===== config.mk =====
export PLATFORM = sky130hd
export DESIGN_NAME = color_effect_generator_top
export DESIGN_NICKNAME = d
export VERILOG_FILES = /design/src/hdl/ceg_pkg.sv /design/src/hdl/ceg_phase.sv /design/src/hdl/ceg_color.sv /design/src/hdl/color_effect_generator_top.sv
export SDC_FILE = /design/constraint.sdc
export NUM_CORES = 1
export LEC_CHECK = 0
export BUFFER_PORTS_ARGS = -buffer_cell sky130_fd_sc_hd__buf_2
export CORE_ASPECT_RATIO = 1.75
export CORE_UTILIZATION = 60
export DETAILED_ROUTE_END_ITERATION = 8
export GPL_TIMING_DRIVEN = 0
export PLACE_DENSITY = 0.81
export SKIP_LAST_GASP = 1
export SLEW_MARGIN = 15
export SYNTH_ARGS = -nofsm -noshare
export SYNTH_HDL_FRONTEND = slang
export SYNTH_HIERARCHICAL = 1
export SYNTH_SLANG_ARGS = --single-unit

===== constraint.sdc =====
create_clock -name clk_i -period 9.15 [get_ports clk_i]
set_input_delay 0.915 -clock clk_i [delete_from_list [all_inputs] [get_ports clk_i]]
set_output_delay 0.915 -clock clk_i [all_outputs]
set_load 0.005 [all_outputs]

===== src/hdl/ceg_pkg.sv =====
// Shared types and constants for the color effect generator.
// No dependencies; used by every module under hdl.
package ceg_pkg;

  localparam int PhaseFracBitsDef = 16;
  localparam int StepWidth        = 17;
  localparam int ColorWidth       = 24;
  localparam int ChanWidth        = 8;

  typedef enum logic [1:0] {
    MODE_STATIC  = 2'd0,
    MODE_FADE    = 2'd1,
    MODE_RAINBOW = 2'd2
  } effect_mode_e;

  typedef enum logic [1:0] {
    REG_EFFECT_MODE  = 2'd0,
    REG_STATIC_COLOR = 2'd1,
    REG_FADE_COLOR_A = 2'd2,
    REG_FADE_COLOR_B = 2'd3
  } cfg_reg_e;

  typedef struct packed {
    logic [1:0]            mode;
    logic [ColorWidth-1:0] static_color;
    logic [ColorWidth-1:0] fade_color_a;
    logic [ColorWidth-1:0] fade_color_b;
  } cfg_t;

  typedef struct packed {
    logic [ChanWidth-1:0] red;
    logic [ChanWidth-1:0] green;
    logic [ChanWidth-1:0] blue;
  } rgb_t;

endpackage


===== src/hdl/ceg_phase.sv =====
// Ping-pong phase register with direction flag and saturation.
// Depends on ceg_pkg.
module ceg_phase #(
  parameter int PHASE_FRAC_BITS = ceg_pkg::PhaseFracBitsDef
) (
  input  logic                                  clk_i,
  input  logic                                  rst_ni,
  input  logic                                  advance_i,
  input  logic [ceg_pkg::StepWidth-1:0]         time_step_i,
  output logic signed [PHASE_FRAC_BITS+1:0]     phase_o
);

  localparam int PW = PHASE_FRAC_BITS + 2;
  localparam int SW = PHASE_FRAC_BITS + 1;
  localparam int XW = PHASE_FRAC_BITS + 3;
  localparam logic signed [PW-1:0] PhOne = {2'b01, {PHASE_FRAC_BITS{1'b0}}};
  localparam logic signed [PW-1:0] PhMax = {1'b0, {(PW-1){1'b1}}};
  localparam logic signed [PW-1:0] PhMin = {1'b1, {(PW-1){1'b0}}};

  logic signed [PW-1:0] phase_q, phase_d;
  logic                 down_q, down_d;
  logic [SW-1:0]        step;
  logic signed [XW-1:0] phase_x, step_x, sum;

  if (PHASE_FRAC_BITS >= 16) begin : g_step_up
    assign step = SW'(time_step_i) << (PHASE_FRAC_BITS - 16);
  end else begin : g_step_dn
    assign step = SW'(time_step_i >> (16 - PHASE_FRAC_BITS));
  end

  always_comb begin
    if (phase_q >= PhOne) begin
      down_d = 1'b1;
    end else if (phase_q <= 0) begin
      down_d = 1'b0;
    end else begin
      down_d = down_q;
    end
    phase_x = XW'(phase_q);
    step_x  = $signed({2'b00, step});
    sum     = down_d ? (phase_x - step_x) : (phase_x + step_x);
    if (sum[XW-1] != sum[XW-2]) begin
      phase_d = sum[XW-1] ? PhMin : PhMax;
    end else begin
      phase_d = sum[PW-1:0];
    end
  end

  always_ff @(posedge clk_i or negedge rst_ni) begin
    if (!rst_ni) begin
      phase_q <= '0;
      down_q  <= 1'b0;
    end else if (advance_i) begin
      phase_q <= phase_d;
      down_q  <= down_d;
    end
  end

  assign phase_o = phase_q;

  a_hold: assert property (@(posedge clk_i) disable iff (!rst_ni)
    !advance_i |=> $stable(phase_q) && $stable(down_q))
    else $error("phase moved without a transaction");

  a_turn_down: assert property (@(posedge clk_i) disable iff (!rst_ni)
    advance_i && (phase_q >= PhOne) |=> down_q)
    else $error("phase did not turn down at one");

  a_turn_up: assert property (@(posedge clk_i) disable iff (!rst_ni)
    advance_i && (phase_q <= 0) |=> !down_q)
    else $error("phase did not turn up at zero");

  a_up_moves: assert property (@(posedge clk_i) disable iff (!rst_ni)
    advance_i && !down_d && (phase_q != PhMax) |=> phase_q >= $past(phase_q))
    else $error("phase fell while counting up");

endmodule


===== src/hdl/ceg_color.sv =====
// Color datapath: static, fade blend and six-sector rainbow from the phase.
// Depends on ceg_pkg.
module ceg_color #(
  parameter int PHASE_FRAC_BITS = ceg_pkg::PhaseFracBitsDef
) (
  input  logic signed [PHASE_FRAC_BITS+1:0] phase_i,
  input  ceg_pkg::cfg_t                     cfg_i,
  output ceg_pkg::rgb_t                     rgb_o
);

  localparam int P   = PHASE_FRAC_BITS;
  localparam int PRW = P + 11;
  localparam int VW  = P + 12;
  localparam int HW  = P + 3;
  localparam logic [P:0] PhOneU = {1'b1, {P{1'b0}}};

  logic [2:0][7:0]        fade;
  logic [HW-1:0]          hue;
  logic [2:0]             sector;
  logic [P-1:0]           frac_t;
  logic [P:0]             x_lvl;
  logic [P+8:0]           x_scaled;
  logic [7:0]             xs;
  ceg_pkg::rgb_t          bow;

  for (genvar k = 0; k < 3; k++) begin : g_fade
    logic [7:0]           ch_a, ch_b;
    logic signed [8:0]    diff;
    logic signed [PRW-1:0] prod;
    logic signed [VW-1:0] base, v;

    assign ch_a = cfg_i.fade_color_a[8*k +: 8];
    assign ch_b = cfg_i.fade_color_b[8*k +: 8];
    assign diff = $signed({1'b0, ch_a}) - $signed({1'b0, ch_b});
    assign prod = PRW'(diff) * PRW'(phase_i);
    assign base = VW'($signed({1'b0, ch_b})) <<< P;
    assign v    = base + VW'(prod);

    always_comb begin
      if (v[VW-1]) begin
        fade[k] = 8'd0;
      end else if (v[VW-2:P+8] != '0) begin
        fade[k] = 8'd255;
      end else begin
        fade[k] = v[P+7:P];
      end
    end
  end

  always_comb begin
    hue      = {3'b000, phase_i[P-1:0]} * HW'(6);
    sector   = hue[HW-1:P];
    frac_t   = hue[P-1:0];
    x_lvl    = sector[0] ? (PhOneU - {1'b0, frac_t}) : {1'b0, frac_t};
    x_scaled = ({x_lvl, 8'd0} - (P+9)'(x_lvl));
    xs       = x_scaled[P+7:P];
    bow      = '0;
    if (!phase_i[P+1]) begin
      case (sector)
        3'd0: begin
          bow.red = 8'd255; bow.green = xs;
        end
        3'd1: begin
          bow.red = xs; bow.green = 8'd255;
        end
        3'd2: begin
          bow.green = 8'd255; bow.blue = xs;
        end
        3'd3: begin
          bow.green = xs; bow.blue = 8'd255;
        end
        3'd4: begin
          bow.red = xs; bow.blue = 8'd255;
        end
        default: begin
          bow.red = 8'd255; bow.blue = xs;
        end
      endcase
    end
  end

  always_comb begin
    case (cfg_i.mode)
      ceg_pkg::MODE_STATIC: begin
        rgb_o.red   = cfg_i.static_color[23:16];
        rgb_o.green = cfg_i.static_color[15:8];
        rgb_o.blue  = cfg_i.static_color[7:0];
      end
      ceg_pkg::MODE_FADE: begin
        rgb_o.red   = fade[2];
        rgb_o.green = fade[1];
        rgb_o.blue  = fade[0];
      end
      ceg_pkg::MODE_RAINBOW: begin
        rgb_o = bow;
      end
      default: begin
        rgb_o = '0;
      end
    endcase
  end

endmodule


===== src/hdl/color_effect_generator_top.sv =====
// Color effect generator: phase update on each tick, then one RGB result.
// Throughput: one transaction per cycle while the output is not stalled.
// The phase register is the input stage, the RGB register the output stage,
// with one color datapath between them.
// Reset clears the phase, its direction, all configuration registers and valids.
// Depends on ceg_pkg, ceg_phase and ceg_color.
module color_effect_generator_top #(
  parameter int PHASE_FRAC_BITS = ceg_pkg::PhaseFracBitsDef
) (
  input  logic                              clk_i,
  input  logic                              rst_ni,
  input  logic                              cfg_we_i,
  input  logic [1:0]                        cfg_idx_i,
  input  logic [ceg_pkg::ColorWidth-1:0]    cfg_data_i,
  input  logic                              in_valid_i,
  output logic                              in_ready_o,
  input  logic [ceg_pkg::StepWidth-1:0]     time_step_i,
  output logic                              out_valid_o,
  input  logic                              out_ready_i,
  output logic [ceg_pkg::ChanWidth-1:0]     red_o,
  output logic [ceg_pkg::ChanWidth-1:0]     green_o,
  output logic [ceg_pkg::ChanWidth-1:0]     blue_o
);

  ceg_pkg::cfg_t                    cfg_q;
  ceg_pkg::rgb_t                    rgb_d, rgb_q;
  logic                             ph_valid_q, out_valid_q;
  logic                             in_fire, ph_adv;
  logic signed [PHASE_FRAC_BITS+1:0] phase;

  assign ph_adv     = ph_valid_q && (!out_valid_q || out_ready_i);
  assign in_ready_o = !ph_valid_q || ph_adv;
  assign in_fire    = in_valid_i && in_ready_o;

  always_ff @(posedge clk_i or negedge rst_ni) begin
    if (!rst_ni) begin
      cfg_q <= '0;
    end else if (cfg_we_i) begin
      case (cfg_idx_i)
        ceg_pkg::REG_EFFECT_MODE:  cfg_q.mode         <= cfg_data_i[1:0];
        ceg_pkg::REG_STATIC_COLOR: cfg_q.static_color <= cfg_data_i;
        ceg_pkg::REG_FADE_COLOR_A: cfg_q.fade_color_a <= cfg_data_i;
        ceg_pkg::REG_FADE_COLOR_B: cfg_q.fade_color_b <= cfg_data_i;
        default: begin
        end
      endcase
    end
  end

  ceg_phase #(
    .PHASE_FRAC_BITS(PHASE_FRAC_BITS)
  ) u_phase (
    .clk_i      (clk_i),
    .rst_ni     (rst_ni),
    .advance_i  (in_fire),
    .time_step_i(time_step_i),
    .phase_o    (phase)
  );

  ceg_color #(
    .PHASE_FRAC_BITS(PHASE_FRAC_BITS)
  ) u_color (
    .phase_i(phase),
    .cfg_i  (cfg_q),
    .rgb_o  (rgb_d)
  );

  always_ff @(posedge clk_i or negedge rst_ni) begin
    if (!rst_ni) begin
      ph_valid_q  <= 1'b0;
      out_valid_q <= 1'b0;
    end else begin
      ph_valid_q  <= in_fire || (ph_valid_q && !ph_adv);
      out_valid_q <= ph_adv || (out_valid_q && !out_ready_i);
    end
  end

  always_ff @(posedge clk_i) begin
    if (ph_adv) begin
      rgb_q <= rgb_d;
    end
  end

  assign out_valid_o = out_valid_q;
  assign red_o       = rgb_q.red;
  assign green_o     = rgb_q.green;
  assign blue_o      = rgb_q.blue;

  a_no_drop: assert property (@(posedge clk_i) disable iff (!rst_ni)
    ph_valid_q && out_valid_q && !out_ready_i |=> ph_valid_q)
    else $error("pending phase transaction lost");

  a_out_load: assert property (@(posedge clk_i) disable iff (!rst_ni)
    ph_adv |=> out_valid_q)
    else $error("result register not loaded");

  a_in_block: assert property (@(posedge clk_i) disable iff (!rst_ni)
    ph_valid_q && out_valid_q && !out_ready_i |-> !in_ready_o)
    else $error("input taken while both stages are full");

endmodule

==> impl_metrics.py <==
metrics = {
    "synth": {
        "synth_enable_flop_cells": 24,
        "async_flop_share": 0.7983,
        "synthesis.nets": 3429,
        "syn-cell-area_um2": 25850,
        "ys_seq_area_frac": 0.1199,
        "avgSynthCellArea_um2": 9.423,
        "synth_cell_types": 107,
        "synth-seq-cells": 119,
        "yosys-top-cells-count": "434 x fa_1, 428 x inv_1, 272 x and2_1",
        "ys.flop_type": "dfrtp_1",
        "synth_largest_area_cell": "fa_1",
        "synth_cells": 2743,
        "synth.most_common_cell": "fa_1",
        "synth_top_area_frac": 0.3361,
        "yosys-top-cells-area": "fa_1 34%, ha_1 9.9%, dfrtp_1 9.2%, and2_1 6.6%, inv_1 6.2%",
        "ys_warn_count": 6,
    },
    "drt": {
        "wl_per_cell_um": 23.41,
        "vias_per_cell": 6.192,
        "drt-initial-drc-count": 1306,
        "ant_nets": 0,
        "vias": 21120,
        "drt_pass1_iterations": 6,
        "route.detailed.drc": 0,
        "finalWirelength_mm": 79.84,
    },
    "clock_tree": {
        "cts_resized": 1,
        "clkSinkCount": 119,
        "clk_path_buf_depth": 2,
        "clk_latency_ns": 0.43,
        "cts_root_buf": "clkbuf_16",
        "htree_levels": 4,
        "clkTransAtPathRegs_ns": 0.06,
        "cts_setup_buffers": 0,
        "numCtsBuffers": 17,
        "hold_buffers": 0,
        "tritoncts": "done",
    },
    "layout": {
        "area_growth_pct": 6.680,
        "fill_cells": 3468,
        "nets": 3522,
        "multi_input_area_um2": 20710,
        "diodes": 0,
        "regArea_um2": 3098,
        "drive_gt1_frac": 0.09231,
    },
    "critical_path": {
        "crit_fanout": 11,
        "cp_top_family": "adder cells",
        "cpMostUsedCell": "fa_1",
        "cp.required_ns": 9.27,
        "cpMaxStageDelayCell": "dfrtp_1",
        "cp-start-kind": "register",
        "critical_path_class": "reg2reg",
        "arrival_ns": 9.06,
        "end_kind": "register",
        "slowest_delay_ns": 1.18,
        "path_cells": "clkbuf_1, inv_1, nand2_1, fa_1, fa_1, inv_1, fa_1, fa_1, fa_1, ha_1, nand4bb_1, nor4_1, o221a_2, a2bb2oi_1, o211ai_1, and2_1, mux2i_1, nor3b_4, o21ai_0, nand3_1",
        "crit_buf_inv": 3,
    },
    "sta": {
        "finClkSkew_ns": 0.007523,
        "fmax_mhz": 111.9,
        "period_share": 0.9769,
        "finalHoldViolCount": 0,
        "setup_viol": 0,
        "final_max_slew_viol_count": 0,
        "fin_tns_setup_ns": 0,
        "grt_setup_unrepaired": "yes",
        "layout_min_cycle_time_ns": 8.939,
        "slew_headroom": 0.1595,
        "tightest_slew_ns": 1.261,
    },
    "global_route": {
        "track_usage": 0.3788,
        "grt-ovfl-total": 0,
        "grt_max_degree": 58,
        "grt_antenna_before_repair": 2,
        "grt_pass1_wl_mm": 125.9,
        "grt_pass1_vias": 23470,
    },
    "floorplan": {
        "die-area_um2": 43950,
        "placementRows": 100,
        "core_um2": 42540,
        "io_pins": 74,
        "start_util": 0.6076,
        "dieHeight_um": 276.6,
        "die-width_um": 158.9,
    },
    "placement": {
        "hpwl_mm": 64.18,
        "gp_congestion": 1.056,
        "portBuffers": 73,
    },
    "job": {
        "max_cap_viol_count": 0,
    },
    "min_path": {
        "hp-class": "reg2reg",
    },
    "status": {
        "outcome": "finished, final reports clean",
    },
}
-- final timing paths --
kind	from	slack, ns	depth (start not counted)	endpoint
min	ph_valid_q$_DFF_PN0_	0.49	1	out_valid_o$_DFF_PN0_
max in group asynchronous	rst_ni	7.95	2	cfg_q[31]$_DFFE_PN0P_
min reg2reg	ph_valid_q$_DFF_PN0_	0.49	1	out_valid_o$_DFF_PN0_
max reg2reg	u_phase/phase_o[0]$_DFFE_PN0P_	0.21	20	blue_o[1]$_DFFE_PP_
max	u_phase/phase_o[0]$_DFFE_PN0P_	0.21	20	blue_o[1]$_DFFE_PP_
min in group asynchronous	rst_ni	0.50	1	out_valid_o$_DFF_PN0_
-- metal layers --
metal  vias to the layer above  track usage  wire [um]
met4                         6       0.3553       8850
met3                       445      0.06081       4622
met5                         -            0         37
met1                     10550       0.3610      24530
li1                       9101            -          -
met2                      1013       0.6866      41800
-- sequential cells by signal, indices dropped and copies added, names as in the netlist --
signal	count
cfg_q	74
u_phase/phase_o	18
blue_o	8
green_o	8
red_o	8
out_valid_o	1
ph_valid_q	1
u_phase/down_q	1
-- through the flow --
stage	hold slack, ns	cells	utilization	setup WS, ns	area (um2)
after global placement	0.4583	3377	0.6327	0.1844	26920
after global routing	0.5165	3410	0.6482	-0.06723	27580
final	0.4931	3410	0.6482	0.2111	27580
after floorplan	0.4487	2743	-	1.854	25850
after CTS	0.4928	3410	0.6476	0.1372	27550
after detailed placement	0.4752	3378	0.6334	-0.04461	26950
-- cell usage in the layout, fill, tap and decap left out, types with 14 or more instances in the layout --
master     count
a211oi_1      16
a21o_1        30
a21oi_1       76
a31oi_1       17
and2_1       271
buf_2         82
clkbuf_1      86
clkbuf_16     17
dfrtp_1       95
edfxtp_1      24
fa_1         434
ha_1         204
inv_1        428
mux2_2        76
nand2_1      208
nand2b_1      71
nand3_1       29
nand4_1       14
nor2_1       127
nor2b_1       18
nor3_1        23
nor4_1        15
o211ai_1      19
o21a_1        25
o21ai_0       71
o22ai_1       16
o31ai_1       15
xnor2_1       70
xor2_1        34
-- kinds of logic after synthesis --
logic type	count (synthesis)	synth area share
buffers and inverters	534	0.08026
xor gates and xnor gates	107	0.03655
AOI/OAI and AO/OA	401	0.1113
adders and majority gates	638	0.4349
and+or+nand+nor	855	0.1790
DFF	119	0.1199
muxes	89	0.03814
-- layout make-up --
class	instances	share of cell area
well taps	561	0.02545
repair buffers	74	0.01434
flip-flops and latches	119	0.1123
inverters	428	0.05826
clock buffers	17	0.01543
multi-input cells	2090	0.7510
clock inverters	15	0.006171
plain buffers	106	0.01702
Power is left out: the tool's default activity adds up to more than one toggle a clock period on the data nets, which glitch-free logic cannot reach.
